`config.mk`:
```
export PLATFORM = sky130hd
export DESIGN_NAME = levenshtein_automaton_matcher_unit
export DESIGN_NICKNAME = d
export VERILOG_FILES = /design/src/hdl/lam_pkg.sv /design/src/hdl/lam_cell.sv /design/src/hdl/levenshtein_automaton_matcher_unit.sv
export VERILOG_INCLUDE_DIRS = /design/src /design/src/hdl
export SDC_FILE = /design/constraint.sdc
export NUM_CORES = 1
export LEC_CHECK = 0
export ABC_AREA = 0
export BUFFER_PORTS_ARGS = -buffer_cell sky130_fd_sc_hd__buf_2
export CAP_MARGIN = 30
export CORE_MARGIN = 3
export CORE_UTILIZATION = 55
export DETAILED_ROUTE_END_ITERATION = 7
export PLACE_DENSITY = 0.76
export SYNTH_ARGS = -nofsm -noshare
export SYNTH_HDL_FRONTEND = slang
export SYNTH_SLANG_ARGS = --single-unit
```
`constraint.sdc`:
```
create_clock -name clk -period 2.91 [get_ports clk]
set_clock_uncertainty 0.1 [all_clocks]
set_input_delay 0.4365 -clock clk [delete_from_list [all_inputs] [get_ports clk]]
set_output_delay 0.4365 -clock clk [all_outputs]
set_load 0.02 [all_outputs]
```
`src/hdl/levenshtein_automaton_matcher_unit_macros.svh`:
```
// Assertion helpers shared by the matcher RTL.
`ifndef LEVENSHTEIN_AUTOMATON_MATCHER_UNIT_MACROS_SVH
`define LEVENSHTEIN_AUTOMATON_MATCHER_UNIT_MACROS_SVH

// Same-cycle implication, checked out of reset.
`define LAM_ASSERT_NOW(label, ante, cons, msg) \
  label: assert property (@(posedge clk) disable iff (!rst_n) (ante) |-> (cons)) \
    else $error(msg);

// Next-cycle implication, checked out of reset.
`define LAM_ASSERT_NEXT(label, ante, cons, msg) \
  label: assert property (@(posedge clk) disable iff (!rst_n) (ante) |=> (cons)) \
    else $error(msg);

`endif

```
`src/hdl/lam_pkg.sv`:
```
package lam_pkg;

  localparam int PATTERN_MAX = 16;
  localparam int EDITS_MAX   = 3;
  localparam int CELLS       = PATTERN_MAX + 1;
  localparam int ROWS        = EDITS_MAX + 1;

  localparam int SYMBOL_W    = 8;
  localparam int LENGTH_W    = 5;
  localparam int EDITS_W     = 2;
  localparam int CFG_INDEX_W = 8;
  localparam int CFG_DATA_W  = 64;

  localparam logic [CFG_INDEX_W-1:0] REG_PATTERN_LOW    = CFG_INDEX_W'(0);
  localparam logic [CFG_INDEX_W-1:0] REG_PATTERN_HIGH   = CFG_INDEX_W'(1);
  localparam logic [CFG_INDEX_W-1:0] REG_PATTERN_LENGTH = CFG_INDEX_W'(2);
  localparam logic [CFG_INDEX_W-1:0] REG_MAX_EDITS      = CFG_INDEX_W'(3);

  // Broadcast to every cell for the item in flight.
  typedef struct packed {
    logic                step;
    logic                word_open;
    logic                is_symbol;
    logic [SYMBOL_W-1:0] symbol;
    logic [ROWS-1:0]     row_mask;
  } lam_ctrl_t;

  // Where a cell sits relative to the active pattern length.
  typedef struct packed {
    logic first;
    logic below;
    logic at;
  } lam_pos_t;

  // Handed from a cell to its right neighbor.
  typedef struct packed {
    logic [ROWS-1:0] col1;
    logic [ROWS-1:0] col2;
    logic            hit;
    logic            below;
  } lam_link_t;

endpackage

```
`src/hdl/lam_cell.sv`:
```
module lam_cell (
  input  logic                          clk,
  input  logic                          rst_n,
  input  lam_pkg::lam_ctrl_t            ctrl,
  input  lam_pkg::lam_pos_t             pos,
  input  logic [lam_pkg::SYMBOL_W-1:0]  pat_byte,
  input  lam_pkg::lam_link_t            left,
  output lam_pkg::lam_link_t            right,
  output logic                          tap
);

  logic [lam_pkg::ROWS-1:0] col_r;
  logic [lam_pkg::ROWS-1:0] col_nxt;
  logic [lam_pkg::ROWS-1:0] seed;
  logic [lam_pkg::ROWS-1:0] c1;
  logic [lam_pkg::ROWS-1:0] v;
  logic [lam_pkg::ROWS-1:0] c2;
  logic                     in_range;
  logic                     hit;

  assign in_range = pos.below | pos.at;
  assign hit      = pos.below & (pat_byte == ctrl.symbol);
  assign seed     = ctrl.word_open ? col_r : {{(lam_pkg::ROWS-1){1'b0}}, pos.first};

  // Deletion closure runs diagonally through the chain: (i-1,e-1) feeds (i,e).
  always_comb begin
    c1[0] = in_range & ctrl.row_mask[0] & seed[0];
    v[0]  = left.col1[0] & left.hit;
    c2[0] = in_range & ctrl.row_mask[0] & v[0];
    for (int e = 1; e < lam_pkg::ROWS; e++) begin
      c1[e] = in_range & ctrl.row_mask[e] &
              (seed[e] | (left.below & left.col1[e-1]));
      v[e]  = (left.col1[e] & left.hit) | c1[e-1] | (left.col1[e-1] & left.below);
      c2[e] = in_range & ctrl.row_mask[e] &
              (v[e] | (left.below & left.col2[e-1]));
    end
  end

  assign col_nxt = ctrl.is_symbol ? c2 : c1;
  assign tap     = pos.at & (|col_nxt);

  assign right.col1  = c1;
  assign right.col2  = c2;
  assign right.hit   = hit;
  assign right.below = pos.below;

  always_ff @(posedge clk) begin
    if (!rst_n) begin
      col_r <= '0;
    end else if (ctrl.step) begin
      col_r <= col_nxt;
    end
  end

endmodule

```
`src/hdl/levenshtein_automaton_matcher_unit.sv`:
```
// Levenshtein automaton matcher: tells whether a streamed word is within a set
// number of edits of a configured pattern of up to 16 bytes.
// Input stream: in_tdata carries one byte, in_tuser says whether that byte is
// consumed (0 for a bare item), in_tlast ends the word. Every request whose
// in_tlast is set returns one result request on the output stream;
// out_tdata[0] is 1 when the word is within distance.
// Config port: cfg_index 0/1 pattern bytes 0-7/8-15, 2 pattern length,
// 3 edit limit; other indexes are ignored. cfg_ready is always high. Write
// only while no word is in progress.
// Throughput: one input request per cycle unless stalled. A row of 17 cells,
// one per pattern position, updates all edit counts of the NFA in the cycle
// the byte is taken. The result is in the output register in the cycle after
// the word end is accepted. The input stalls only while that register is
// full and out_tready is low; in_tready follows out_tready while a result
// waits, so the next input request is taken in the same cycle the result drains.
// Reset (synchronous, rst_n low) clears the NFA state, ends any open word,
// empties the output register and restores the registers to length 0,
// edit limit 1.
`include "levenshtein_automaton_matcher_unit_macros.svh"

module levenshtein_automaton_matcher_unit (
  input  logic                             clk,
  input  logic                             rst_n,
  input  logic                             in_tvalid,
  output logic                             in_tready,
  input  logic [7:0]                       in_tdata,   // [7:0] symbol
  input  logic                             in_tuser,   // [0] is_symbol
  input  logic                             in_tlast,   // word_end
  output logic                             out_tvalid,
  input  logic                             out_tready,
  output logic [7:0]                       out_tdata,  // [0] within_distance, rest 0
  input  logic                             cfg_valid,
  output logic                             cfg_ready,
  input  logic [lam_pkg::CFG_INDEX_W-1:0]  cfg_index,
  input  logic [lam_pkg::CFG_DATA_W-1:0]   cfg_data
);

  logic [63:0]                    pattern_low_r;
  logic [63:0]                    pattern_high_r;
  logic [lam_pkg::LENGTH_W-1:0]   pattern_length_r;
  logic [lam_pkg::EDITS_W-1:0]    max_edits_r;

  logic                           word_open_r;
  logic                           word_open_nxt;
  logic                           out_valid_r;
  logic                           out_valid_nxt;
  logic                           out_data_r;
  logic                           out_data_nxt;

  logic                           in_acc;
  logic                           cfg_acc;
  logic [lam_pkg::LENGTH_W-1:0]   n_eff;
  logic [127:0]                   pattern;
  logic [lam_pkg::CELLS-1:0]      taps;
  lam_pkg::lam_ctrl_t             ctrl;
  lam_pkg::lam_link_t             links [lam_pkg::CELLS+1];

  assign cfg_ready = 1'b1;
  assign cfg_acc   = cfg_valid & cfg_ready;
  assign in_tready = ~out_valid_r | out_tready;
  assign in_acc    = in_tvalid & in_tready;

  always_ff @(posedge clk) begin
    if (!rst_n) begin
      pattern_low_r    <= '0;
      pattern_high_r   <= '0;
      pattern_length_r <= '0;
      max_edits_r      <= lam_pkg::EDITS_W'(1);
    end else if (cfg_acc) begin
      unique case (cfg_index)
        lam_pkg::REG_PATTERN_LOW:    pattern_low_r    <= cfg_data[63:0];
        lam_pkg::REG_PATTERN_HIGH:   pattern_high_r   <= cfg_data[63:0];
        lam_pkg::REG_PATTERN_LENGTH: pattern_length_r <= cfg_data[lam_pkg::LENGTH_W-1:0];
        lam_pkg::REG_MAX_EDITS:      max_edits_r      <= cfg_data[lam_pkg::EDITS_W-1:0];
        default: ;
      endcase
    end
  end

  assign n_eff = (int'(pattern_length_r) > lam_pkg::PATTERN_MAX) ?
                 lam_pkg::LENGTH_W'(lam_pkg::PATTERN_MAX) : pattern_length_r;
  assign pattern = {pattern_high_r, pattern_low_r};

  // Rows above the edit limit are dropped; the clamp to EDITS_MAX falls out.
  always_comb begin
    ctrl.step      = in_acc;
    ctrl.word_open = word_open_r;
    ctrl.is_symbol = in_tuser;
    ctrl.symbol    = in_tdata;
    for (int e = 0; e < lam_pkg::ROWS; e++) begin
      ctrl.row_mask[e] = (e <= int'(max_edits_r));
    end
  end

  assign links[0] = '0;

  for (genvar i = 0; i < lam_pkg::CELLS; i++) begin : g_cell
    lam_pkg::lam_pos_t             pos;
    logic [lam_pkg::SYMBOL_W-1:0]  pat_byte;

    assign pos.first = (i == 0);
    assign pos.below = (lam_pkg::LENGTH_W'(i) < n_eff);
    assign pos.at    = (lam_pkg::LENGTH_W'(i) == n_eff);

    if (i < lam_pkg::PATTERN_MAX) begin : g_byte
      assign pat_byte = pattern[8*i +: 8];
    end else begin : g_nobyte
      assign pat_byte = '0;
    end

    lam_cell u_cell (
      .clk      (clk),
      .rst_n    (rst_n),
      .ctrl     (ctrl),
      .pos      (pos),
      .pat_byte (pat_byte),
      .left     (links[i]),
      .right    (links[i+1]),
      .tap      (taps[i])
    );
  end

  always_comb begin
    word_open_nxt = word_open_r;
    out_valid_nxt = out_valid_r;
    out_data_nxt  = out_data_r;
    if (out_valid_r && out_tready) begin
      out_valid_nxt = 1'b0;
    end
    if (in_acc) begin
      word_open_nxt = ~in_tlast;
      if (in_tlast) begin
        out_valid_nxt = 1'b1;
        out_data_nxt  = |taps;
      end
    end
  end

  always_ff @(posedge clk) begin
    if (!rst_n) begin
      word_open_r <= 1'b0;
      out_valid_r <= 1'b0;
    end else begin
      word_open_r <= word_open_nxt;
      out_valid_r <= out_valid_nxt;
    end
  end

  always_ff @(posedge clk) begin
    out_data_r <= out_data_nxt;
  end

  assign out_tvalid = out_valid_r;
  assign out_tdata  = {7'b0, out_data_r};

  `LAM_ASSERT_NOW(a_result_from_word_end, $rose(out_tvalid), $past(in_acc && in_tlast), "result request without a word end")
  `LAM_ASSERT_NEXT(a_word_closes, in_acc && in_tlast, !word_open_r, "word still open after its end")
  `LAM_ASSERT_NEXT(a_mid_word_quiet, in_acc && !in_tlast, out_valid_r == $past(out_valid_r && !out_tready), "non-final request changed the output")

endmodule
```
### Word-level counts from Yosys, hierarchy flattened

Index checks and enable logic that the tools add are counted.
W data, S select, Z words.

| storage, ports and cells | value |
|---|---|
| output and inout port bits | 11 |
| memory bits (read-only) | 0 |
| latch bits | 0 |
| memory bits (writable) | 0 |
| memories kept | 0 |
| word-level logic and storage cells | 734 |
| bits of input ports | 87 |
| bits in registers | 206 |

| cells by class | value |
|---|---|
| divide/modulo/power cells | 0 |
| equal/unequal tests | 35 |
| magnitude comparators | 21 |
| reductions and logical operators | 26 |
| bitwise logic cells | 590 |
| shift operators | 0 |
| multiplexer cells | 38 |
| add/subtract/negate cells | 0 |
| $mul | 0 |

Operators with widths:

| operator | number |
|---|---|
| $and A1 B1 Y1 | 379 |
| $or A1 B1 Y1 | 209 |
| $mux W4 | 34 |
| $eq A8 B8 Y1 | 16 |
| $reduce_or A4 Y1 | 17 |
| $eq A4 B5 Y1 const A | 8 |
| $lt A4 B5 Y1 const A | 8 |
| $eq A3 B5 Y1 const A | 4 |
| $lt A3 B5 Y1 const A | 4 |
| $reduce_or A17 Y1 | 1 |
| $eq A8 B2 Y1 const B | 2 |
| $eq A2 B5 Y1 const A | 2 |
| $lt A1 B5 Y1 const A | 2 |
| $lt A2 B5 Y1 const A | 2 |
| $reduce_and A2 Y1 | 5 |
| $eq A8 B1 Y1 const B | 1 |
| $logic_not A8 Y1 | 1 |
| $eq A1 B5 Y1 const A | 1 |
| $eq A5 B5 Y1 const A | 1 |
| $gt A5 B5 Y1 const B | 1 |
| $logic_not A5 Y1 | 1 |
| $lt A5 B5 Y1 const A | 1 |
| $mux W5 | 1 |
| $le A2 B2 Y1 const A | 2 |
| 4 further kinds | 7 |

### Depth between registers and ports, before layout

Gate-level depths: netlist of run 1.

| depth | value |
|---|---|
| depth after elaboration | 23 |
| depth in mapped cells | 12 |
| gate-level depth less buffers | 9 |

### Hierarchy

A second synthesis of run 1 with hierarchy kept.

| second synthesis, totals | value |
|---|---|
| cells, all modules | 1,806 |
| area total of the unflattened synthesis | 13,860.8 um^2 |

Modules (own cells, without submodules):

| module | instances | cells each | area each (um^2) | seq. area each (um^2) |
|---|---|---|---|---|
| lam_cell | 17 | 71 | 480.5 | 80.1 |
| levenshtein_automaton_matcher_unit | 1 | 599 | 5,693.0 | 2,772.7 |

### Least setup slack after synthesis of run 1

OpenSTA, ideal clock, no wires.

| timing path | value |
|---|---|
| path type | register -> register |
| start | register pattern_length_r[3] (netlist bit) |
| end | register out_data_r, data pin |
| required time | 2.530 ns |
| period minus slack after synthesis | 2.769 ns |
| buffers on the path | 2 |
| library setup time | 0.280 ns |
| arrival time | 2.389 ns |
| slack | 0.141 ns |
| stages on the path, launching flop included | 12 |
| cells stage by stage | dfxtp_1 > buf_2 > buf_6 > a311o_4 > a221oi_2 > o32ai_1 > a211oi_2 > a41oi_1 > nor4_1 > o21ai_1 > nor4b_2 > nand4_1 |

| between the ends | value |
|---|---|
| cells in the longest elaborated chain, start to end | 23 |
| elaborated cells between the ends (all ways) | 657 |
| those cells by class | order compare: 18; eq/ne: 16; mux: 18; bitwise: 586; reduce/logical: 19 |

RTL lines:

| element | RTL line | source |
|---|---|---|
| start: declaration | levenshtein_automaton_matcher_unit.sv:40 | `logic [lam_pkg::LENGTH_W-1:0] pattern_length_r;` |
| start signal: assignment | levenshtein_automaton_matcher_unit.sv:73 | `lam_pkg::REG_PATTERN_LENGTH: pattern_length_r <= cfg_data[lam_pkg::LENGTH_W-1:0];` |
| $gt A5 B5 Y1 | levenshtein_automaton_matcher_unit.sv:80 | `assign n_eff = (int'(pattern_length_r) > lam_pkg::PATTERN_MAX) ?` |
| $mux W5 (*) | levenshtein_automaton_matcher_unit.sv:80 |  |
| $lt A1 B5 Y1, or another cell as far along | levenshtein_automaton_matcher_unit.sv:102 | `assign pos.below = (lam_pkg::LENGTH_W'(i) < n_eff);` |
| $or A1 B1 Y1 | lam_cell.sv:21 | `assign in_range = pos.below \| pos.at;` |
| $and A1 B1 Y1 | lam_cell.sv:27 | `c1[0] = in_range & ctrl.row_mask[0] & seed[0];` |
| $and A1 B1 Y1 | lam_cell.sv:32, lam_cell.sv:33 |  |
| $or A1 B1 Y1 | lam_cell.sv:32 | `(seed[e] \| (left.below & left.col1[e-1]));` |
| $and A1 B1 Y1 | lam_cell.sv:31 | `c1[e] = in_range & ctrl.row_mask[e] &` |
| (+7 left out) | n/a |  |
| $or A1 B1 Y1 or $and A1 B1 Y1 (tied branches) | lam_cell.sv:33, lam_cell.sv:34 |  |
| $or A1 B1 Y1 or $and A1 B1 Y1 (tied branches) | lam_cell.sv:33, lam_cell.sv:35 |  |
| $or A1 B1 Y1 | lam_cell.sv:35 | `(v[e] \| (left.below & left.col2[e-1]));` |
| $and A1 B1 Y1 | lam_cell.sv:34 | `c2[e] = in_range & ctrl.row_mask[e] &` |
| $mux W4 | lam_cell.sv:39 | `assign col_nxt = ctrl.is_symbol ? c2 : c1;` |
| $reduce_or A4 Y1 | lam_cell.sv:40 | `assign tap = pos.at & (\|col_nxt);` |
| $and A1 B1 Y1 | lam_cell.sv:40 |  |
| $reduce_or A17 Y1 (*) | levenshtein_automaton_matcher_unit.sv:134 | `out_data_nxt = \|taps;` |
| end signal: assignment | levenshtein_automaton_matcher_unit.sv:150 | `out_data_r <= out_data_nxt;` |
| end: declaration | levenshtein_automaton_matcher_unit.sv:47 | `logic out_data_r;` |

Mark *: on every way between the ends. The rest lies on a longest branch, timed or not.
A chain may end at the register's enable or synchronous reset.

### Worst setup path in the final report of run 1

| timing path | value |
|---|---|
| start | register pattern_length_r[1] (netlist bit) |
| end | register out_data_r, data pin |

Same word-level chain as after synthesis.

==> impl_results.md, run 1 <==
* Routed via count divided by cell count at 6.34
* Start of the worst register-to-register path: pattern_length_r[1]
* Bufs on Longest Clock Path at 3
* Final hold vios at 0
* DRC errors left at 0
* Violated checks: setup timing
* Max VDD drop at 0.000588 V
* Minimum setup slack in the final design at -0.337 ns
* Die footprint at 24900 um2
* Area share of the leading cell type in the synthesized netlist at 32.3%
* Unrepaired setup endpoints after global routing: yes
* Run status: finished with violations
* Count of buffers from port buffering at 89
* Maximum number of pins on one net before global-route repair at 66
* Number of clock buffers inserted by TritonCTS at 24
* Post-synthesis sequential element count at 206
* Critical path origin: pattern_length_r[1]
* Number of cells produced by synthesis at 1765
* Power Density at 418 nW/um2
* CP required at 3.09 ns
* Critical Path Fanout Max at 5
* Async S/R FF share, synth at 0%
* Fin crit share at 112%
* Horizontal extent of the die at 158 um
* Number of routed nets with antenna violations at 0
* Placer's final routability congestion estimate at 1.07
* Switching Fraction at 26.1%
* Synth area leader: sky130_fd_sc_hd__dfxtp_1
* Number of global-route vias before repair at 14200
* Distinct cell type count after synthesis at 93
* Number of synthesis warnings at 0
* Total Routed Length at 50200 um
* Portion of total power attributed to combinational logic at 10.6%
* Final Hold Slack at 0.0323 ns
* # setup viols final at 1
* Psw at 1.80 mW
* Internal power at 5.09 mW
* Worst Tran Pin Value at 0.758 ns
* Final critical delay including setup and external delays at 3.25 ns
* Share of the yosys chip area belonging to registers at 32.6%
* Number of synthesized flops with an enable pin at 1
* Number of max-cap violations at 0
* CTS tree: built
* Clock sink total at 206
* Avg Inst Size Synth at 7.20 um2
* Cell count after placement at 2298
* Global-route wire length before repair at 77200 um
* Max Freq at 308 MHz
* Worst-Skew Late Latency at 0.55 ns
* Core area at 22200 um2
* Final nets at 2140
* Portion of total power attributed to sequential cells at 41.5%
* Initial antenna violation count at 0
* Via Count at 14900
* Clock Pin Slew Worst Setup and Hold Paths at 0.07 ns
* Count of hold buffers inserted by post-cts repair at 0
* Largest cells by area after synthesis: sky130_fd_sc_hd__dfxtp_1 32%, sky130_fd_sc_hd__nand2_1 11%, sky130_fd_sc_hd__a21oi_1 8.6%
* Non-filler cells in the finished layout at 2350
* Cell at the root of the clock tree: sky130_fd_sc_hd__clkbuf_16
* Pleak at 6.06 nW
* Global-route usage over all layers at 38.7%
* Final-report max-slew violation count at 0
* Type of the tightest min-delay check: input pin to flip-flop
* Share of power burned in the clock network at 47.9%
* Worst Setup Path Type: flip-flop to flip-flop
* I/O Pins at 98
* Hold wc startpoint: cfg_data[59]
* Ant diodes at 0
* Estimated wirelength of the detail-placed design at 36400 um
* Proportion of layout cells with a drive suffix above 1 at 25.3%
* Max_slew headroom at 49.4%
* Std-Cell Rows at 54
* Y dimension of the die at 158 um
* Cell area after synthesis at 12700 um2
* Layout Area Growth over Synthesis at 29.7%
* Data arrival time of the worst path at 3.43 ns
* Total Power Consumption at 6.89 mW
* Initial standard-cell utilization of the core at 57.1%
* Most used flip-flop cell after synthesis: sky130_fd_sc_hd__dfxtp_1
* Iter 0 DRT Violations at 1609
* Startpoint type of the worst setup path: flip-flop
* Per-cell routed wire length at 21.4 um
* Leftover overflow at the end of global routing at 0
* Crit. End Element: flip-flop
* H-tree depth at 1
* Total iterations of the first detailed-routing run at 5
critical path, cell delays in order, from the launching register on:
cell,delay (ns)
sky130_fd_sc_hd__dfxtp_1,0.35
sky130_fd_sc_hd__buf_4,0.17
sky130_fd_sc_hd__or2_1,0.33
sky130_fd_sc_hd__nor2_4,0.21
sky130_fd_sc_hd__buf_6,0.14
sky130_fd_sc_hd__buf_6,0.09
sky130_fd_sc_hd__nor4_1,0.04
sky130_fd_sc_hd__o31ai_1,0.37
sky130_fd_sc_hd__nand4_1,0.18
sky130_fd_sc_hd__a31oi_1,0.20
sky130_fd_sc_hd__buf_4,0.16
sky130_fd_sc_hd__nand4_1,0.15
sky130_fd_sc_hd__a2111oi_4,0.34
sky130_fd_sc_hd__nand4_1,0.13
cell families (layout without fill, tap and decap cells):
kind of cell | Yosys count | count (layout) | share of synthesized area [%]
simple gates | 765 | 765 | 26.8
compound gates | 484 | 484 | 24.9
flops | 206 | 206 | 32.6
buf+inv | 168 | 467 | 5.92
xor+xnor | 128 | 128 | 8.83
mux | 12 | 12 | 0.975
other cells | 2 | 8 | 0.0591
per-stage QoR:
step	instance area (um2)	setup WS (ns)	util, %	setup TNS, ns
5_1_grt	16500	-0.472	74.1	-0.476
4_1_cts	16300	-0.137	73.4	-0.137
3_3_place_gp	15300	-0.378	69.0	-0.716
2_1_floorplan	12700	0.141	-	0
6_report	16500	-0.337	74.1	-0.337
3_5_place_dp	15300	-0.401	69.0	-0.994
area by class of cell:
| cell class | instances | area [um2] |
|---|---|---|
| Clock buffer | 29 | 649 |
| Timing Repair Buffer | 403 | 3000 |
| Fill cell | 1783 | 5760 |
| Inverter | 21 | 83.8 |
| Sequential cell | 206 | 4140 |
| Clock inverter | 14 | 213 |
| Tap cell | 280 | 350 |
| Multi-Input combinational cell | 1397 | 8030 |
state kept, by name, indices dropped and copies added (netlist names):
register,cells
word_open_r,1
pattern_low_r,64
pattern_high_r,64
max_edits_r,2
g_cell.u_cell.col_r,68
out_data_r,1
out_tvalid,1
pattern_length_r,5
power by group through the flow:
stage	Combinational (mW)	Sequential (mW)	Clock (mW)
final	0.727	2.86	3.30
after global placement	0.681	2.92	0
after detailed placement	0.689	2.92	0
after CTS	0.699	2.86	3.31
after floorplan	0.369	2.91	0
after global routing	0.763	2.86	3.42
cell usage in the layout, fill, tap and decap left out, types with 9 or more instances in the layout:
cell and n:
sky130_fd_sc_hd__nand3_1 40, sky130_fd_sc_hd__dfxtp_1 200, sky130_fd_sc_hd__buf_4 296, sky130_fd_sc_hd__o21ai_0 49, sky130_fd_sc_hd__o31ai_1 16, sky130_fd_sc_hd__inv_1 19
sky130_fd_sc_hd__a31oi_1 19, sky130_fd_sc_hd__nand2b_1 9, sky130_fd_sc_hd__clkbuf_16 24, sky130_fd_sc_hd__or3_1 12, sky130_fd_sc_hd__xor2_1 18, sky130_fd_sc_hd__nor3_1 51
sky130_fd_sc_hd__a21oi_1 216, sky130_fd_sc_hd__and2_1 13, sky130_fd_sc_hd__o211ai_1 21, sky130_fd_sc_hd__nor2_1 146, sky130_fd_sc_hd__a41oi_1 10, sky130_fd_sc_hd__nand4_1 41
sky130_fd_sc_hd__nand2_1 382, sky130_fd_sc_hd__mux2i_1 9, sky130_fd_sc_hd__a211oi_1 18, sky130_fd_sc_hd__xnor2_1 110, sky130_fd_sc_hd__buf_12 15, sky130_fd_sc_hd__nor4_1 16
sky130_fd_sc_hd__buf_2 89
Yosys cell counts, drive strengths merged, types with 23 or more instances:
cell type / count
a211oi: 23
clkbuf: 88
xnor2: 110
o21ai: 54
nor3: 55
nand4: 41
nand3: 41
nand2: 385
dfxtp: 205
nor2: 150
a21oi: 217
buf: 59
per-layer routing:
layer / wire, um / GRT usage [%] / vias up
met4: 2280 / 14.6 / 0
met1: 20300 / 52.0 / 7004
met2: 22200 / 61.7 / 920
met3: 5420 / 7.93 / 170
li1: - / - / 6812
met5: 0 / 0 / -
path summary, 6_finish.rpt:
path | end | slack, ns | cells after the start
min reg2reg | g_cell[9].u_cell.col_r[3] | 0.35 | 2
min | pattern_high_r[59] | 0.03 | 3
max | out_data_r | -0.34 | 13
max reg2reg | out_data_r | -0.34 | 13
what timing repair did:
item,in CTS,in global routing
endpoints found under the setup margin,1,7
gates resized for setup,21,19
buffers inserted,3,5
pin swaps,9,11
Note: power is estimated with default switching activity, not from simulation.
==> run 2: changes to the inputs <==
--- a/config.mk
+++ b/config.mk
@@ -8,11 +8,12 @@
 export LEC_CHECK = 0
 export ABC_AREA = 0
 export BUFFER_PORTS_ARGS = -buffer_cell sky130_fd_sc_hd__buf_2
-export CAP_MARGIN = 30
+export CAP_MARGIN = 10
 export CORE_MARGIN = 3
 export CORE_UTILIZATION = 55
 export DETAILED_ROUTE_END_ITERATION = 7
 export PLACE_DENSITY = 0.76
+export SKIP_LAST_GASP = 1
 export SYNTH_ARGS = -nofsm -noshare
 export SYNTH_HDL_FRONTEND = slang
 export SYNTH_SLANG_ARGS = --single-unit
==> run 2 against run 1 <==
- the run still ends with setup timing left
- sequential cell count did not move
- first-iteration DRC count is 3.0% lower
- cell count is 0.21% higher
- clock power barely moved
- global-route usage hardly changed
==> impl_results.md, run 2 (synthesis gave the netlist of run 1 again) <==
* Run status: finished with violations
* Violated checks: setup timing
* Worst Hold Endpoint: pattern_high_r[59]
* Die footprint at 24900 um2 (unchanged)
* Setup slack of the worst register-to-register path at -0.29 ns (+0.05 ns)
* Critical Path Fanout Max at 10 (+5)
* Core area at 22200 um2 (unchanged)
* Final Hold Slack at 0.0292 ns (-0.00305 ns)
* Startpoint type of the worst setup path: flip-flop
* Layout Area Growth over Synthesis at 30.7%
* Total iterations of the first detailed-routing run at 6 (+1)
* Number of routed nets with antenna violations at 0 (unchanged)
* Pleak at 6.13 nW (+1.1%)
* Number of clock buffers inserted by TritonCTS at 24 (unchanged)
* Final-report max-slew violation count at 0 (unchanged)
* Type of the tightest min-delay check: input pin to flip-flop
* Biggest regs: g_cell.u_cell.col_r: 68 flops, pattern_high_r: 64 flops, pattern_low_r: 64 flops
* Final hold vios at 0 (unchanged)
* Crit. End Element: flip-flop
* CP required at 3.22 ns (+0.13 ns)
* H-tree depth at 1 (unchanged)
* Maximum number of pins on one net before global-route repair at 66 (unchanged)
* Worst Setup Path Type: flip-flop to flip-flop
* Total Power Consumption at 6.88 mW (about the same)
* Max VDD drop at 0.000584 V (-0.76%)
* Placer's final routability congestion estimate at 1.07 (unchanged)
* Filler instances at 1765 (-1.0%)
* Leftover overflow at the end of global routing at 0 (unchanged)
* Initial standard-cell utilization of the core at 57.1% (unchanged)
* Bufs on Longest Clock Path at 3 (unchanged)
* CTS tree: built
* Critical path origin: pattern_length_r[3]
* Number of cells traversed by the worst hold path at 3 (unchanged)
* Number of global-route vias before repair at 14200 (-0.11%)
* Number of max-cap violations at 0 (unchanged)
* Y dimension of the die at 158 um (unchanged)
* Iter 0 DRT Violations at 1560 (-3.0%)
* Cell count after placement at 2298 (unchanged)
* Depth of the most critical reg-to-reg path at 14 (+1)
* Worst-Skew Late Latency at 0.55 ns (about the same)
* Std-Cell Rows at 54 (unchanged)
* Global-route usage over all layers at 38.7% (about the same)
* Initial antenna violation count at 0 (unchanged)
* Final critical delay including setup and external delays at 3.20 ns (-0.0497 ns)
* Unrepaired setup endpoints after global routing: yes
* DRC errors left at 0 (unchanged)
* Fin crit share at 110% (-1.7 points)
* Worst setup timing slack at the placement stage at -0.401 ns (unchanged)
* Cell area after placement at 15300 um2 (unchanged)
* Count of buffers from port buffering at 89 (unchanged)
* Clock sink total at 206 (unchanged)
* Post-route design area at 16600 um2 (+0.82%)
* Minimum setup slack in the final design at -0.287 ns (+0.0497 ns)
* Commonest cells after routing, fill and taps aside: 382 x sky130_fd_sc_hd__nand2_1, 300 x sky130_fd_sc_hd__buf_4, 214 x sky130_fd_sc_hd__a21oi_1
* Clock Pin Slew Worst Setup and Hold Paths at 0.07 ns (about the same)
* Endpoint of the worst register-to-register path: out_data_r
* Total Routed Length at 50500 um (+0.55%)
* Global-route wire length before repair at 77100 um (about the same)
* Power Density at 414 nW/um2 (-0.91%)
* Count of hold buffers inserted by post-cts repair at 0 (unchanged)
* # setup viols final at 1 (unchanged)
* Data arrival time of the worst path at 3.51 ns (+0.08 ns)
* Non-filler cells in the finished layout at 2355 (+0.21%)
* Commonest non-fill, non-tap cell in the layout: sky130_fd_sc_hd__nand2_1
* Final nets at 2145 (+0.23%)
* Routed via count divided by cell count at 6.33 (-0.15%)
* Worst Tran Pin Value at 0.762 ns (+0.00373 ns)
* Via Count at 14900 (+0.060%)
* Top reg by flops: g_cell.u_cell.col_r
* Estimated wirelength of the detail-placed design at 36400 um (unchanged)
* Largest register FFs at 68 (unchanged)
* Ant diodes at 0 (unchanged)
* Max Freq at 313 MHz (+1.6%)
* Per-cell routed wire length at 21.4 um (+0.34%)
* Start of the worst register-to-register path: pattern_length_r[3]
* Horizontal extent of the die at 158 um (unchanged)
* Cell at the root of the clock tree: sky130_fd_sc_hd__clkbuf_16
* Max_slew headroom at 49.2% (-0.25 points)
* I/O Pins at 98 (unchanged)
* Proportion of layout cells with a drive suffix above 1 at 26.0% (+0.66 points)
* Hold wc startpoint: cfg_data[59]
==> run 2: final cells by class <==
cell class                 instances  area [um2]  share of cell area (%)
timing repair buffer             408        3060                    18.4
clock inverter                    14         213                    1.28
clock buffer                      29         649                    3.91
inverter                          21        83.8                   0.505
sequential                       206        4150                    25.0
multi-input combinational       1397        8100                    48.8
tap                              280         350                    2.11
==> run 2: routing by layer <==
layer  track usage (%)  share of wire (%)  vias up
met5                 0                  0        -
met4              14.2                4.5        0
met3              7.63                 11      172
met2              61.9                 44      902
met1              52.1                 41     7012
li1                  -                  -     6829
==> run 2: worst max-delay path: stages, from the launching register on <==
cell and delay [ns]:
sky130_fd_sc_hd__dfxtp_4 0.37, sky130_fd_sc_hd__buf_4 0.13, sky130_fd_sc_hd__clkbuf_16 0.16, sky130_fd_sc_hd__a21o_1 0.21
sky130_fd_sc_hd__nand3_1 0.15, sky130_fd_sc_hd__nor3_1 0.29, sky130_fd_sc_hd__buf_4 0.18, sky130_fd_sc_hd__a211oi_1 0.05
sky130_fd_sc_hd__buf_4 0.15, sky130_fd_sc_hd__buf_4 0.13, sky130_fd_sc_hd__a2111o_1 0.43, sky130_fd_sc_hd__o211a_1 0.14
sky130_fd_sc_hd__a211oi_2 0.33, sky130_fd_sc_hd__a2111oi_4 0.10, sky130_fd_sc_hd__nand4_1 0.14
==> run 2: worst max-delay path by stage <==
| stage | endpoint | slack [ns] | depth (start not counted) |
|---|---|---|---|
| floorplan | out_data_r | 0.14 | 11 |
| global placement | out_data_r | -0.38 | 11 |
| detailed placement | out_data_r | -0.40 | 11 |
| CTS | out_data_r | -0.15 | 13 |
| global route | out_data_r | -0.37 | 13 |
| finish | out_data_r | -0.29 | 14 |
==> run 2: through the flow <==
| stage | utilization (%) | setup TNS (ns) |
|---|---|---|
| 2_1_floorplan | - | 0 |
| 3_3_place_gp | 69.0 | -0.716 |
| 3_5_place_dp | 69.0 | -0.994 |
| 4_1_cts | 73.3 | -0.149 |
| 5_1_grt | 74.7 | -0.373 |
| 6_report | 74.7 | -0.287 |
==> run 2: repair_timing <==
item / CTS / global route
pin swaps: 9 / 19
setup buffers: 3 / 10
endpoints found under the setup margin: 1 / 10
cloned: 0 / 1
gates resized for setup: 18 / 39
==> run 2: power breakdown <==
| part | internal [mW] | total (mW) | switching [mW] |
|---|---|---|---|
| Clock | 1.97 | 3.29 | 1.33 |
| Combinational | 0.284 | 0.728 | 0.444 |
| Sequential | 2.84 | 2.86 | 0.0204 |
